$ cat src/rtl/pen_line_rasterizer_core_defines.svh
// ----------------------------------------------------------------------------
// pen line rasterizer assertion macros
// shared concurrent check macros, compiled out when ASSERT_OFF is set
// ----------------------------------------------------------------------------
`ifndef PEN_LINE_RASTERIZER_CORE_DEFINES_SVH
`define PEN_LINE_RASTERIZER_CORE_DEFINES_SVH

`ifndef ASSERT_OFF
// same-cycle implication
`define PLR_ASSERT_IMP(label, clk, rst, ante, cons) \
  label: assert property (@(posedge clk) disable iff (rst) (ante) |-> (cons)) \
    else $error("plr check failed");
// next-cycle implication
`define PLR_ASSERT_NXT(label, clk, rst, ante, cons) \
  label: assert property (@(posedge clk) disable iff (rst) (ante) |=> (cons)) \
    else $error("plr check failed");
`else
`define PLR_ASSERT_IMP(label, clk, rst, ante, cons)
`define PLR_ASSERT_NXT(label, clk, rst, ante, cons)
`endif

`endif

$ cat src/rtl/plr_pkg.sv
// ----------------------------------------------------------------------------
// plr_pkg
// shared types and constants of the pen line rasterizer
// ----------------------------------------------------------------------------
package plr_pkg;

  localparam int COORD_W   = 6;
  localparam int GRID_W    = 7;
  localparam int ERR_W     = 8;
  localparam int GRID_MAX  = 64;
  localparam int WALK_LAST = 63;

  localparam logic FUNC_MOVE = 1'b0;
  localparam logic FUNC_LINE = 1'b1;

  typedef logic [COORD_W-1:0] coord_t;

  typedef enum logic [0:0] {
    ST_IDLE,
    ST_DRAW
  } state_t;

  typedef struct packed {
    logic start;
    logic step;
  } ctrl_cmd_t;

  typedef struct packed {
    logic out_free;
    logic done;
  } dp_sts_t;

endpackage

$ cat src/rtl/plr_channels.sv
// ----------------------------------------------------------------------------
// plr channels
// valid/ready channel interfaces for pen commands and plotted pixels
// ----------------------------------------------------------------------------
interface plr_cmd_if;
  logic                     valid;
  logic                     ready;
  logic                     func;
  logic [plr_pkg::COORD_W-1:0] target_x;
  logic [plr_pkg::COORD_W-1:0] target_y;

  modport source (output valid, output func, output target_x, output target_y,
                  input ready);
  modport sink (input valid, input func, input target_x, input target_y,
                output ready);
endinterface

interface plr_pix_if;
  logic                     valid;
  logic                     ready;
  logic [plr_pkg::COORD_W-1:0] pixel_x;
  logic [plr_pkg::COORD_W-1:0] pixel_y;
  logic                     in_grid;
  logic                     last;

  modport source (output valid, output pixel_x, output pixel_y, output in_grid,
                  output last, input ready);
  modport sink (input valid, input pixel_x, input pixel_y, input in_grid,
                input last, output ready);
endinterface

$ cat src/rtl/pen_line_rasterizer_core.sv
// ----------------------------------------------------------------------------
// pen_line_rasterizer_core
// pen plotter line engine: bresenham walk from the pen to each line target
// ----------------------------------------------------------------------------
// A move command is taken and only repositions the pen. A line command is
// taken, then the walk emits one pixel per cycle into the output register
// while that register is free (a stall on the pixel channel holds the walk),
// both end points included, at most 64 pixels per line. While a line
// is being walked no new command is taken. The last pixel carries last = 1,
// and in_grid flags pixels inside the configured square grid (grid_size,
// limited to 64; zero after reset, so every pixel is outside until written).

module pen_line_rasterizer_core (
  input  logic                        clk,
  input  logic                        rst,
  input  logic                        grid_we,
  input  logic [plr_pkg::GRID_W-1:0]  grid_wdata,
  plr_cmd_if.sink                     cmd,
  plr_pix_if.source                   pixel
);
  import plr_pkg::*;

  ctrl_cmd_t ctl;
  dp_sts_t   sts;
  logic      ready;

  assign cmd.ready = ready;

  plr_ctrl u_ctrl (
    .clk      (clk),
    .rst      (rst),
    .in_valid (cmd.valid),
    .in_func  (cmd.func),
    .in_ready (ready),
    .cmd      (ctl),
    .sts      (sts)
  );

  plr_dpath u_dpath (
    .clk         (clk),
    .rst         (rst),
    .cmd         (ctl),
    .sts         (sts),
    .grid_we     (grid_we),
    .grid_wdata  (grid_wdata),
    .target_x    (cmd.target_x),
    .target_y    (cmd.target_y),
    .out_valid   (pixel.valid),
    .out_ready   (pixel.ready),
    .out_x       (pixel.pixel_x),
    .out_y       (pixel.pixel_y),
    .out_in_grid (pixel.in_grid),
    .out_last    (pixel.last)
  );

endmodule

$ cat src/rtl/plr_dpath.sv
// ----------------------------------------------------------------------------
// plr_dpath
// pen position, line walk registers, error term and pixel output register
// ----------------------------------------------------------------------------
module plr_dpath (
  input  logic                         clk,
  input  logic                         rst,
  input  plr_pkg::ctrl_cmd_t           cmd,
  output plr_pkg::dp_sts_t             sts,
  input  logic                         grid_we,
  input  logic [plr_pkg::GRID_W-1:0]   grid_wdata,
  input  logic [plr_pkg::COORD_W-1:0]  target_x,
  input  logic [plr_pkg::COORD_W-1:0]  target_y,
  output logic                         out_valid,
  input  logic                         out_ready,
  output logic [plr_pkg::COORD_W-1:0]  out_x,
  output logic [plr_pkg::COORD_W-1:0]  out_y,
  output logic                         out_in_grid,
  output logic                         out_last
);
  import plr_pkg::*;

  logic [GRID_W-1:0]  grid_size;
  coord_t             pen_x;
  coord_t             pen_y;
  coord_t             walk_x;
  coord_t             walk_y;
  coord_t             tgt_x;
  coord_t             tgt_y;
  coord_t             dx;
  coord_t             dy;
  logic               sx;
  logic               sy;
  logic [ERR_W-1:0]   error_term;
  coord_t             count;

  coord_t             dx_next;
  coord_t             dy_next;
  logic [ERR_W-1:0]   err_init;
  logic [ERR_W:0]     e2;
  logic [ERR_W:0]     dx_ext;
  logic [ERR_W:0]     dy_ext;
  logic [ERR_W:0]     err_next;
  logic               move_x;
  logic               move_y;
  logic [GRID_W-1:0]  grid_lim;
  logic               in_range;
  logic               done;

  always_comb begin
    dx_next  = (pen_x < target_x) ? (target_x - pen_x) : (pen_x - target_x);
    dy_next  = (pen_y < target_y) ? (target_y - pen_y) : (pen_y - target_y);
    // halving truncates toward zero, so the negative case negates after the shift
    if (dx_next > dy_next) begin
      err_init = ERR_W'(dx_next >> 1);
    end else begin
      err_init = ERR_W'(0) - ERR_W'(dy_next >> 1);
    end

    e2       = {error_term[ERR_W-1], error_term};
    dx_ext   = (ERR_W+1)'(dx);
    dy_ext   = (ERR_W+1)'(dy);
    move_x   = $signed(e2) > $signed((ERR_W+1)'(0) - dx_ext);
    move_y   = $signed(e2) < $signed(dy_ext);
    err_next = e2 - (move_x ? dy_ext : '0) + (move_y ? dx_ext : '0);

    grid_lim = (grid_size > GRID_W'(GRID_MAX)) ? GRID_W'(GRID_MAX) : grid_size;
    in_range = ({1'b0, walk_x} < grid_lim) && ({1'b0, walk_y} < grid_lim);
    done     = ((walk_x == tgt_x) && (walk_y == tgt_y)) ||
               (count == COORD_W'(WALK_LAST));
  end

  assign sts.done     = done;
  assign sts.out_free = !out_valid || out_ready;

  always_ff @(posedge clk) begin
    if (rst) begin
      grid_size <= '0;
    end else if (grid_we) begin
      grid_size <= grid_wdata;
    end
  end

  always_ff @(posedge clk) begin
    if (rst) begin
      pen_x <= '0;
      pen_y <= '0;
    end else if (cmd.start) begin
      pen_x <= target_x;
      pen_y <= target_y;
    end
  end

  always_ff @(posedge clk) begin
    if (cmd.start) begin
      walk_x     <= pen_x;
      walk_y     <= pen_y;
      tgt_x      <= target_x;
      tgt_y      <= target_y;
      dx         <= dx_next;
      dy         <= dy_next;
      sx         <= pen_x < target_x;
      sy         <= pen_y < target_y;
      error_term <= err_init;
      count      <= '0;
    end else if (cmd.step) begin
      if (move_x) begin
        walk_x <= sx ? (walk_x + COORD_W'(1)) : (walk_x - COORD_W'(1));
      end
      if (move_y) begin
        walk_y <= sy ? (walk_y + COORD_W'(1)) : (walk_y - COORD_W'(1));
      end
      error_term <= err_next[ERR_W-1:0];
      count      <= count + COORD_W'(1);
    end
  end

  always_ff @(posedge clk) begin
    if (rst) begin
      out_valid <= 1'b0;
    end else if (cmd.step) begin
      out_valid <= 1'b1;
    end else if (out_ready) begin
      out_valid <= 1'b0;
    end
  end

  always_ff @(posedge clk) begin
    if (cmd.step) begin
      out_x       <= walk_x;
      out_y       <= walk_y;
      out_in_grid <= in_range;
      out_last    <= done;
    end
  end

endmodule

$ cat src/rtl/plr_ctrl.sv
// ----------------------------------------------------------------------------
// plr_ctrl
// sequencer: takes pen commands and paces the line walk against the output
// ----------------------------------------------------------------------------
`include "pen_line_rasterizer_core_defines.svh"

module plr_ctrl (
  input  logic                clk,
  input  logic                rst,
  input  logic                in_valid,
  input  logic                in_func,
  output logic                in_ready,
  output plr_pkg::ctrl_cmd_t  cmd,
  input  plr_pkg::dp_sts_t    sts
);
  import plr_pkg::*;

  state_t state;
  state_t state_next;

  always_ff @(posedge clk) begin
    if (rst) begin
      state <= ST_IDLE;
    end else begin
      state <= state_next;
    end
  end

  always_comb begin
    state_next = state;
    in_ready   = 1'b0;
    cmd        = '0;
    case (state)
      ST_IDLE: begin
        in_ready = 1'b1;
        if (in_valid) begin
          cmd.start = 1'b1;
          if (in_func == FUNC_LINE) begin
            state_next = ST_DRAW;
          end
        end
      end
      ST_DRAW: begin
        // one pixel per cycle while the output register can take it
        if (sts.out_free) begin
          cmd.step = 1'b1;
          if (sts.done) begin
            state_next = ST_IDLE;
          end
        end
      end
      default: begin
        state_next = ST_IDLE;
      end
    endcase
  end

  `PLR_ASSERT_IMP(a_step_has_room, clk, rst, cmd.step, sts.out_free)
  `PLR_ASSERT_NXT(a_last_ends_walk, clk, rst, cmd.step && sts.done, state == ST_IDLE)
  `PLR_ASSERT_NXT(a_line_starts_walk, clk, rst, in_valid && in_ready && in_func, state == ST_DRAW)
  `PLR_ASSERT_IMP(a_no_start_mid_walk, clk, rst, cmd.step, !cmd.start)

endmodule

$ cat src/flat_wrapper.sv
// flat-port wrapper written by rule: the top's interface ports become plain ports
module pen_line_rasterizer_core_flat import plr_pkg::*;
  (clk, rst, grid_we, grid_wdata, cmd_valid, cmd_func, cmd_target_x, cmd_target_y, cmd_ready, pixel_valid, pixel_pixel_x, pixel_pixel_y, pixel_in_grid, pixel_last, pixel_ready);
  plr_cmd_if cmd_i ();
  plr_pix_if pixel_i ();
  input  logic clk;
  input  logic rst;
  input  logic grid_we;
  input  logic [plr_pkg::GRID_W-1:0] grid_wdata;
  input wire logic [$bits(cmd_i.valid)-1:0] cmd_valid;
  input wire logic [$bits(cmd_i.func)-1:0] cmd_func;
  input wire logic [$bits(cmd_i.target_x)-1:0] cmd_target_x;
  input wire logic [$bits(cmd_i.target_y)-1:0] cmd_target_y;
  output wire logic [$bits(cmd_i.ready)-1:0] cmd_ready;
  output wire logic [$bits(pixel_i.valid)-1:0] pixel_valid;
  output wire logic [$bits(pixel_i.pixel_x)-1:0] pixel_pixel_x;
  output wire logic [$bits(pixel_i.pixel_y)-1:0] pixel_pixel_y;
  output wire logic [$bits(pixel_i.in_grid)-1:0] pixel_in_grid;
  output wire logic [$bits(pixel_i.last)-1:0] pixel_last;
  input wire logic [$bits(pixel_i.ready)-1:0] pixel_ready;
  assign cmd_i.valid = cmd_valid;
  assign cmd_i.func = cmd_func;
  assign cmd_i.target_x = cmd_target_x;
  assign cmd_i.target_y = cmd_target_y;
  assign cmd_ready = cmd_i.ready;
  assign pixel_valid = pixel_i.valid;
  assign pixel_pixel_x = pixel_i.pixel_x;
  assign pixel_pixel_y = pixel_i.pixel_y;
  assign pixel_in_grid = pixel_i.in_grid;
  assign pixel_last = pixel_i.last;
  assign pixel_i.ready = pixel_ready;
  pen_line_rasterizer_core u_core (.clk(clk), .rst(rst), .grid_we(grid_we), .grid_wdata(grid_wdata), .cmd(cmd_i), .pixel(pixel_i));
endmodule
$ cat config.mk
export PLATFORM = sky130hd
export DESIGN_NAME = pen_line_rasterizer_core_flat
export DESIGN_NICKNAME = d
export VERILOG_FILES = /design/src/rtl/plr_pkg.sv /design/src/rtl/plr_channels.sv /design/src/rtl/pen_line_rasterizer_core.sv /design/src/rtl/plr_dpath.sv /design/src/rtl/plr_ctrl.sv /design/src/flat_wrapper.sv
export VERILOG_INCLUDE_DIRS = /design/src /design/src/rtl
export SDC_FILE = /design/constraint.sdc
export NUM_CORES = 1
export LEC_CHECK = 0
export ABC_AREA = 1
export BUFFER_PORTS_ARGS = -buffer_cell sky130_fd_sc_hd__buf_2
export CORE_ASPECT_RATIO = 1.4
export CORE_MARGIN = 2
export CORE_UTILIZATION = 40
export CTS_CLUSTER_SIZE = 30
export DETAILED_ROUTE_END_ITERATION = 10
export HOLD_SLACK_MARGIN = 0.08
export PLACE_DENSITY = 0.57
export SLEW_MARGIN = 20
export SYNTH_ARGS = -nofsm -noshare
export SYNTH_HDL_FRONTEND = slang
export SYNTH_HIERARCHICAL = 1
export SYNTH_SLANG_ARGS = --single-unit
$ cat constraint.sdc
create_clock -name clk -period 4.6 [get_ports clk]
set_clock_uncertainty 0.1 [all_clocks]
set_input_delay 0.23 -clock clk [delete_from_list [all_inputs] [get_ports clk]]
set_output_delay 0.23 -clock clk [all_outputs]
set_load 0.02 [all_outputs]
=== Yosys cells after proc, flatten, opt, wreduce, memory -nomap -nowiden ===
Index checks and enable logic that the tools add are counted.

* Bits in registers: 87
* Bits of input ports: 25
* Output and inout port bits: 16
* Word-level logic and storage cells: 83

* Add/subtract/negate cells: 13
* Order comparisons: 8
* Equality and inequality tests: 3
* Multiplexer cells: 28
* Bitwise logic cells: 1
* Reduce and logical (&&, ||, !) cells: 11

{| class="wikitable"
|+ Operators by type and width
! kind !! number
|-
| $mux 6 || 12
|-
| $mux 8 || 3
|-
| $sub 6x6->6 || 4
|-
| $add 6x1->6 const B || 3
|-
| $lt 6x7->1 || 2
|-
| $eq 6x6->1 || 2
|-
| $lt 6x6->1 || 2
|-
| $sub 6x1->6 const B || 2
|-
| $mux 1 || 11
|-
| $add 8x6->8 || 1
|-
| $gt 8x7->1 || 1
|-
| $lt 8x7->1 || 1
|-
| $reduce_bool 2->1 || 4
|-
| $sub 8x7->8 || 1
|-
| $gt 7x7->1 const B || 1
|-
| $mux 7 || 1
|-
| $sub 1x6->7 const A || 1
|-
| $eq 6x6->1 const B || 1
|-
| $gt 6x6->1 || 1
|-
| $sub 1x5->6 const A || 1
|-
| $reduce_and 2->1 || 2
|-
| $logic_and 1x1->1 || 2
|-
| $logic_or 1x1->1 || 2
|-
| $pmux 1 s2 || 1
|-
| other kinds (2) || 2
|}

=== Depth between registers and ports, before layout ===
Gate-level depths: netlist (run 1).

* Word-level depth: 7
* Gate-level depth with buffers: 25
* Gate-level depth less buffers: 25

=== By module ===
Netlist (run 1), hierarchy kept.

{| class="wikitable"
|+ By module, submodules not included
! module !! instances !! cells an instance !! area an instance (um2) !! seq. area each (um2)
|-
| plr_dpath || 1 || 710 || 6082.1 || 2322.2
|-
| plr_ctrl || 1 || 10 || 60.1 || 20.0
|}

=== Least setup slack after synthesis (run 1) ===
No wires, ideal clock.

* Kind: register to register
* From: register u_core.u_dpath.dx[0]
* To: register u_core.u_dpath.error_term[6], data pin
* Setup time: 0.258 ns
* Arrival: 3.620 ns
* Required time: 4.242 ns
* Path slack: 0.622 ns
* Stages on the path, launching flop included: 20
* Buffers on the path: 0
* Clock period less this slack: 3.978 ns
* Cell sequence: edfxtp_1 -> inv_1 -> ha_1 -> nand2_1 -> nor3_1 -> ha_1 -> a2111oi_0 -> o21ai_0 -> nand2_1 -> nor2_1 -> fa_1 -> fa_1 -> nand3b_1 -> nand2_1 -> nand2_1 -> nand2_1 -> a21oi_1 -> or2_2 -> nand3_1 -> nand2_1

* Longest elaborated chain between the ends: 7
* Elaborated cells on any way between the ends: 8
* Those cells by class: add/sub: 3; order compare: 1; mux: 4

{| class="wikitable"
|+ RTL lines
! element !! line !! source
|-
| from (decl) || plr_dpath.sv:30 || <nowiki>coord_t dx;</nowiki>
|-
| from (signal assigned) || plr_dpath.sv:100 || <nowiki>dx <= dx_next;</nowiki>
|-
| $sub 1x6->7 || plr_dpath.sv:63 || <nowiki>move_x = $signed(e2) > $signed((ERR_W+1)'(0) - dx_ext);</nowiki>
|-
| $gt 8x7->1 || plr_dpath.sv:63 ||
|-
| $mux 6 || plr_dpath.sv:65 || <nowiki>err_next = e2 - (move_x ? dy_ext : '0) + (move_y ? dx_ext : '0);</nowiki>
|-
| $sub 8x7->8 || plr_dpath.sv:65 ||
|-
| $add 8x6->8 * || plr_dpath.sv:65 ||
|-
| $mux 8 * || plr_dpath.sv:106 || <nowiki>end else if (cmd.step) begin</nowiki>
|-
| $mux 8 * || plr_dpath.sv:95 || <nowiki>if (cmd.start) begin</nowiki>
|-
| to (signal assigned) || plr_dpath.sv:104 || <nowiki>error_term <= err_init;</nowiki>
|-
| to (signal assigned) || plr_dpath.sv:113 || <nowiki>error_term <= err_next[ERR_W-1:0];</nowiki>
|-
| to (decl) || plr_dpath.sv:34 || <nowiki>logic [ERR_W-1:0] error_term;</nowiki>
|}

Every way passes the cells marked *; elsewhere a longest branch is shown, timed or not. The select of a mux whose other input is x is not followed.
A chain may end at the register's enable or synchronous reset.

=== Worst setup path in the final report (run 1) ===
Ends and elaborated chain as after synthesis.

==> results of run 1 <==
-- stage by stage --
step	util [%]	hold slack (ns)	setup WS, ns
after global routing	47.0	0.103	-0.0317
after floorplan	-	0.192	0.622
final	47.0	0.0905	0.333
after global placement	43.5	0.325	0.340
after CTS	47.0	0.0870	0.184
after detailed placement	43.5	0.322	0.176
-- metal layers --
layer,part of all wire [%],track usage [%],vias up
li1,-,-,2477
met1,42,21.7,2300
met2,53,33.9,70
met3,2.2,2.16,21
met4,2.4,7.12,0
met5,0,0,-
-- logic make-up after synthesis --
kind of cell | Yosys count | share of synthesized area [%]
AOI/OAI and AO/OA | 92 | 8.96
xor gates and xnor gates | 30 | 4.28
and+or+nand+nor | 299 | 22.2
adders and majority gates | 83 | 18.4
DFF | 87 | 38.1
buffers and inverters | 129 | 8.09
-- worst max-delay path, cell delays in order, from the launching register on --
cell and delay [ns]:
edfxtp_1 0.41, inv_1 0.10, ha_1 0.18, nand2_1 0.10
nor3_2 0.17, ha_1 0.28, a2111oi_1 0.37, o21ai_0 0.18
nand2_2 0.17, nor2_1 0.08, fa_1 0.51, fa_1 0.47
nand3b_1 0.20, nand2_1 0.08, nand2_1 0.07, nand2_1 0.07
a21oi_1 0.07, or2_2 0.27, nand3_1 0.07, nand2_1 0.08
-- cell usage after synthesis (4+ instances only) --
master,number
nand3_1,38
nor2_1,54
a21oi_1,40
fa_1,12
edfxtp_1,60
nand2_2,8
nand4_1,7
nand2_4,5
xnor2_1,15
inv_1,109
inv_2,4
nand2_1,158
o21ai_0,19
a211oi_1,14
xor2_1,15
dfxtp_1,27
clkbuf_1,9
nor3_1,7
ha_1,71
or2_2,7
-- layout make-up --
cell class	count	share of cell area, %
multi-input combinational	504	46.9
sequential	87	33.1
timing repair buffer	65	6.26
inverter	115	6.13
tap	192	3.39
clock buffer	10	3.23
clock inverter	6	0.990
-- power groups by stage --
| stage | Sequential (mW) | Clock (mW) | Combinational (mW) |
|---|---|---|---|
| CTS | 1.16 | 0.761 | 1.95 |
| global route | 1.18 | 0.790 | 2.29 |
| global placement | 1.18 | 0 | 1.88 |
| floorplan | 1.13 | 0 | 1.51 |
| finish | 1.16 | 0.740 | 1.95 |
| detailed placement | 1.18 | 0 | 1.92 |
-- layout by cell type, fill, tap and decap left out, types with 2 or more instances in the layout --
| cell type | count |
|---|---|
| nand2_1 | 157 |
| inv_1 | 109 |
| ha_1 | 71 |
| edfxtp_1 | 60 |
| nor2_1 | 53 |
| buf_2 | 40 |
| a21oi_1 | 40 |
| nand3_1 | 38 |
| dfxtp_1 | 27 |
| dlygate4sd3_1 | 22 |
| o21ai_0 | 19 |
| xnor2_1 | 15 |
| xor2_1 | 15 |
| a211oi_1 | 14 |
| fa_1 | 12 |
| clkbuf_16 | 9 |
| nand2_2 | 9 |
| nand4_1 | 7 |
| or2_2 | 7 |
| nor3_1 | 6 |
| nand2_4 | 5 |
| inv_2 | 4 |
| nor2_2 | 3 |
| o211ai_1 | 3 |
| nand3_2 | 3 |
| nand3b_1 | 3 |
| buf_4 | 3 |
| clkinvlp_4 | 2 |
| nor2_4 | 2 |
| o21ai_1 | 2 |
| a22oi_1 | 2 |
| and2_1 | 2 |
| nand3_4 | 2 |
| a31oi_1 | 2 |
| o22ai_1 | 2 |
-- worst max-delay path by stage --
stage / cells past startpoint / from / endpoint
5_1_grt: 19 / u_core/u_dpath/dx[0] / u_core/u_dpath/error_term[6]
3_5_place_dp: 19 / u_core/u_dpath/dx[0] / u_core/u_dpath/error_term[6]
4_1_cts: 19 / u_core/u_dpath/dx[0] / u_core/u_dpath/error_term[6]
2_1_floorplan: 19 / u_core/u_dpath/dx[0] / u_core/u_dpath/error_term[6]
3_3_place_gp: 19 / u_core/u_dpath/dx[0] / u_core/u_dpath/error_term[6]
6_report: 19 / u_core/u_dpath/dx[0] / u_core/u_dpath/error_term[6]
-- flip-flops by register name, indices dropped and copies added, names as in the netlist --
name                        flops
u_core/u_dpath/dx               6
u_core/u_dpath/walk_y           6
u_core/u_dpath/tgt_y            6
u_core/u_ctrl/state             1
u_core/u_dpath/grid_size        7
u_core/u_dpath/pen_y            6
u_core/u_dpath/walk_x           6
u_core/u_dpath/out_last         1
u_core/u_dpath/error_term       8
u_core/u_dpath/tgt_x            6
u_core/u_dpath/count            6
u_core/u_dpath/out_valid        1
u_core/u_dpath/out_y            6
u_core/u_dpath/pen_x            6
u_core/u_dpath/out_in_grid      1
u_core/u_dpath/sy               1
u_core/u_dpath/out_x            6
u_core/u_dpath/sx               1
u_core/u_dpath/dy               6
-- timing repair --
| action | in CTS | in global routing |
|---|---|---|
| resized for setup | 0 | 3 |
| endpoints found under the setup margin | 0 | 2 |
| hold buffers | 22 | 0 |
| hold endpoints to repair | 23 | 0 |
==> impl_metrics.json, run 1 <==
{
  "p_int_mw": 2.25,
  "cts-buffers-inserted": 9,
  "clk_pin_slew_worst_paths_ns": 0.06,
  "core-area_um2": 15100,
  "drc_errors": 0,
  "yosys.area.top_type": "edfxtp_1",
  "syn_inst": 720,
  "cp.arrival_ns": 4.26,
  "slew_headroom_pct": 35.8,
  "nNetsFinal": 890,
  "die_y_um": 151,
  "holdPathEnd": "u_core/u_dpath/grid_size[5]",
  "r2r_cells": 19,
  "die_area_um2": 16400,
  "timing.final.hold_violations": 0,
  "seq_power_share_pct": 30.1,
  "synth_edf_count": 60,
  "fp-row-count": 53,
  "synth_cell_types": 45,
  "finalNonFillerCells": 979,
  "synth_seq_area_share_pct": 38.1,
  "post-route-min-period_ns": 4.27,
  "worstReg2RegStart": "u_core/u_dpath/dx[0]",
  "postSynthAreaPerCell_um2": 8.53,
  "gp_congestion": 0.854,
  "synthTopCellsByArea": "edfxtp_1 29%, ha_1 14%, nand2_1 9.7%",
  "power.leakage_nw": 3.34,
  "ys_ff_latch": 87,
  "slew_viol_final": 0,
  "yosysWarnings": 6,
  "switchingPower_mw": 1.60,
  "power_mw": 3.85,
  "vias": 4868,
  "tightest_slew_ns": 0.962,
  "placed_area_um2": 6550,
  "fin_area_um2": 7080,
  "clkPwrFrac_pct": 19.2,
  "wl_mm": 13.9,
  "antenna_left": 0,
  "start_util_pct": 40.8,
  "finalSetupViolations": 0,
  "numPortBuffers": 40,
  "via_per_inst": 4.97,
  "drive_gt1_share_pct": 12.6,
  "tns_ns": 0,
  "grt_pass1_vias": 4935,
  "detailedRoute.firstPassIterationCount": 4,
  "post_cts.repair.setup_buffers": 0,
  "fmax_ghz": 0.234,
  "dp_cells": 941,
  "cts-root-buf": "clkbuf_16",
  "period_share_pct": 92.8,
  "synth_top_area_share_pct": 29.3,
  "regArea_um2": 2340,
  "syn_area_um2": 6140,
  "htreeDepth": 3,
  "grt.total_usage_pct": 18.5,
  "hold_depth": 3,
  "cts_sinks": 87,
  "grt_antenna_before_repair": 0,
  "synth_nets": 828,
  "vdd_ir_drop_max_uv": 289,
  "ios": 41,
  "grt_max_degree": 65,
  "r2r_slack_ns": 0.33,
  "grt_pass1_wl_mm": 23.5,
  "clock_path_buffers": 2,
  "drt_iter0_markers": 156,
  "swShare_pct": 41.5,
  "n_fill_cell": 1467,
  "yosys_most_used_dff": "edfxtp_1",
  "clock_latency_ns": 0.34,
  "cts_tree": "done",
  "gr-total-overflow": 0,
  "required_ns": 4.59,
  "critPathCaptureType": "flip-flop",
  "antenna_cells": 0,
  "die_width_um": 109,
  "startpoint_type": "flip-flop",
  "status": "finished, final reports clean",
  "wl_per_cell_um": 14.2,
  "path_max_fanout": 7,
  "synthArstFlopShare_pct": 0,
  "reg2reg_to": "u_core/u_dpath/error_term[6]",
  "hp-class": "in -> reg",
  "p_comb_share_pct": 50.7,
  "syn_to_final_growth_pct": 15.2,
  "multi_input_area_um2": 3320,
  "dpl.hpwl_mm": 10.8,
  "p_per_area_nw_per_um2": 543,
  "min_from": "grid_we",
  "crit_type": "reg -> reg",
  "cap_violations": 0
}
Power figures use the tool's default switching activity.
==> run 2: changes to the inputs <==
CTS_CLUSTER_SIZE = 14   (was 30)
RECOVER_POWER = 100   (was not set)
==> run 2 against run 1 <==
Effect of this change:
- the flow now finishes with violations (max-capacitance violations, max-slew violations)
- worst setup slack gained 0.0021 ns
- first-iteration DRC count grew 3.8%
- largest power group unchanged
- final area shrank 1.1%
- clock-buffer cell count is the same
- flip-flop and latch count is the same
==> impl_metrics.json, run 2 (synthesis gave the netlist of run 1 again) <==
{
  "grt_pass1_vias": 4935,
  "max_stage_delay_ns": 0.51,
  "gr-total-overflow": 0,
  "drt_iter0_markers": 162,
  "tns_ns": 0,
  "required_ns": 4.59,
  "start_util_pct": 40.8,
  "crit_top_cell": "nand2_1",
  "die_area_um2": 16400,
  "numPortBuffers": 40,
  "multi_input_area_um2": 3280,
  "reg2reg_to": "u_core/u_dpath/error_term[6]",
  "core-area_um2": 15100,
  "path_max_fanout": 7,
  "whs_ns": 0.0906,
  "via_per_inst": 4.97,
  "finalNonFillerCells": 979,
  "p_per_area_nw_per_um2": 548,
  "r2r_cells": 19,
  "slew_headroom_pct": -104,
  "cts_tree": "done",
  "grt_max_degree": 65,
  "r2r_slack_ns": 0.33,
  "final_common_cell": "nand2_1",
  "critPathCapture": "u_core/u_dpath/error_term[6]",
  "status": "finished, violations left",
  "syn_to_final_growth_pct": 14.0,
  "post_cts.repair.setup_buffers": 0,
  "cts_sinks": 87,
  "nNetsFinal": 890,
  "clock_path_buffers": 2,
  "regArea_um2": 2340,
  "htreeDepth": 3,
  "vias": 4861,
  "critPathCaptureType": "flip-flop",
  "vdd_ir_drop_max_uv": 288,
  "grt_pass1_wl_mm": 23.5,
  "worstReg2RegStart": "u_core/u_dpath/dx[0]",
  "cap_violations": 1,
  "cp.arrival_ns": 4.26,
  "die_width_um": 109,
  "finalSetupViolations": 0,
  "clock_latency_ns": 0.34,
  "cts-root-buf": "clkbuf_16",
  "largest_reg_flops": 8,
  "dp_cells": 941,
  "n_fill_cell": 1486,
  "power.leakage_nw": 3.24,
  "fmax_ghz": 0.234,
  "timing.final.hold_violations": 0,
  "ios": 41,
  "antenna_left": 0,
  "largest_register": "u_core/u_dpath/error_term",
  "startpoint_type": "flip-flop",
  "violations": "max-capacitance violations, max-slew violations",
  "die_y_um": 151,
  "grt.total_usage_pct": 18.5,
  "crit_start": "u_core/u_dpath/dx[0]",
  "period_share_pct": 92.7,
  "dpl.hpwl_mm": 10.8,
  "hold_depth": 3,
  "place_ws_ns": 0.176,
  "fp-row-count": 53,
  "slowest_stage": "fa_1",
  "detailedRoute.firstPassIterationCount": 4,
  "tightest_slew_ns": 3.06,
  "grt_antenna_before_repair": 0,
  "wl_per_cell_um": 14.2,
  "gp_congestion": 0.854,
  "crit_type": "reg -> reg",
  "cp_cell_sequence": "inv_1 -> ha_1 -> nand2_1 -> nor3_2 -> ha_1 -> a2111oi_1 -> o21ai_0 -> nand2_2 -> nor2_1 -> fa_1 -> fa_1 -> nand3b_1 -> nand2_1 -> nand2_1 -> nand2_1 -> a21oi_1 -> or2_2 -> nand3_1 -> nand2_1",
  "antenna_cells": 0,
  "drive_gt1_share_pct": 7.75,
  "slew_viol_final": 65,
  "cts-buffers-inserted": 9,
  "wl_mm": 13.9,
  "reg.largest.list": "u_core/u_dpath/error_term x8, u_core/u_dpath/grid_size x7",
  "final_cell_mix": "161 x nand2_1, 109 x inv_1, 71 x ha_1",
  "fin_ws_ns": 0.335,
  "post-route-min-period_ns": 4.27,
  "hp-class": "in -> reg",
  "drc_errors": 0,
  "clk_pin_slew_worst_paths_ns": 0.06
}
-- run 2: worst min path at each step --
stage / startpoint / end / slack (ns)
after detailed placement: cmd_target_y[5] / u_core/u_dpath/tgt_y[5] / 0.32
final: grid_we / u_core/u_dpath/grid_size[5] / 0.09
after global routing: grid_we / u_core/u_dpath/grid_size[5] / 0.10
after floorplan: rst / u_core/u_ctrl/state / 0.19
after global placement: cmd_target_y[5] / u_core/u_dpath/tgt_y[5] / 0.32
after CTS: grid_we / u_core/u_dpath/grid_size[4] / 0.09
-- run 2: repair_timing --
| item | 4_1_cts | 5_1_grt |
|---|---|---|
| hold buffers | 22 | 0 |
| endpoints found under the hold margin | 23 | 0 |
| endpoints found under the setup margin | 0 | 2 |
| resized for setup | 0 | 3 |
-- run 2: where the power goes --
| part | switching, mW | total, mW | internal (mW) |
|---|---|---|---|
| combinational | 1.15 | 1.94 | 0.785 |
| sequential | 0.127 | 1.16 | 1.03 |
| clock | 0.316 | 0.741 | 0.425 |
| total | 1.59 | 3.84 | 2.24 |
-- run 2: worst max-delay path, delay by kind of cell (launching register included) --
family	cells	cell delay, ns
and+or+nand+nor	11	1.36
AOI/OAI and AO/OA	3	0.62
DFF	1	0.41
buffers and inverters	1	0.10
adders and majority gates	4	1.44
-- run 2: layout make-up --
class	count	share of cell area (%)
multi-input combinational	504	46.9
sequential	87	33.5
inverter	115	6.20
timing repair buffer	65	5.72
tap	192	3.43
clock buffer	10	3.27
clock inverter	6	1.00
-- run 2: routing by layer --
metal | share of wire [%] | vias up | track usage (%)
met1 | 42 | 2297 | 21.7
met4 | 2.1 | 0 | 7.12
met2 | 53 | 68 | 33.9
met5 | 0 | - | 0
li1 | - | 2477 | -
met3 | 2.6 | 19 | 2.16
-- run 2: stage by stage --
step / cell area, um2 / total power [mW] / util (%)
after floorplan: 6140 / 2.65 / -
after global placement: 6550 / 3.06 / 43.5
after detailed placement: 6550 / 3.10 / 43.5
after CTS: 7070 / 3.87 / 47.0
after global routing: 7000 / 4.24 / 46.5
final: 7000 / 3.84 / 46.5
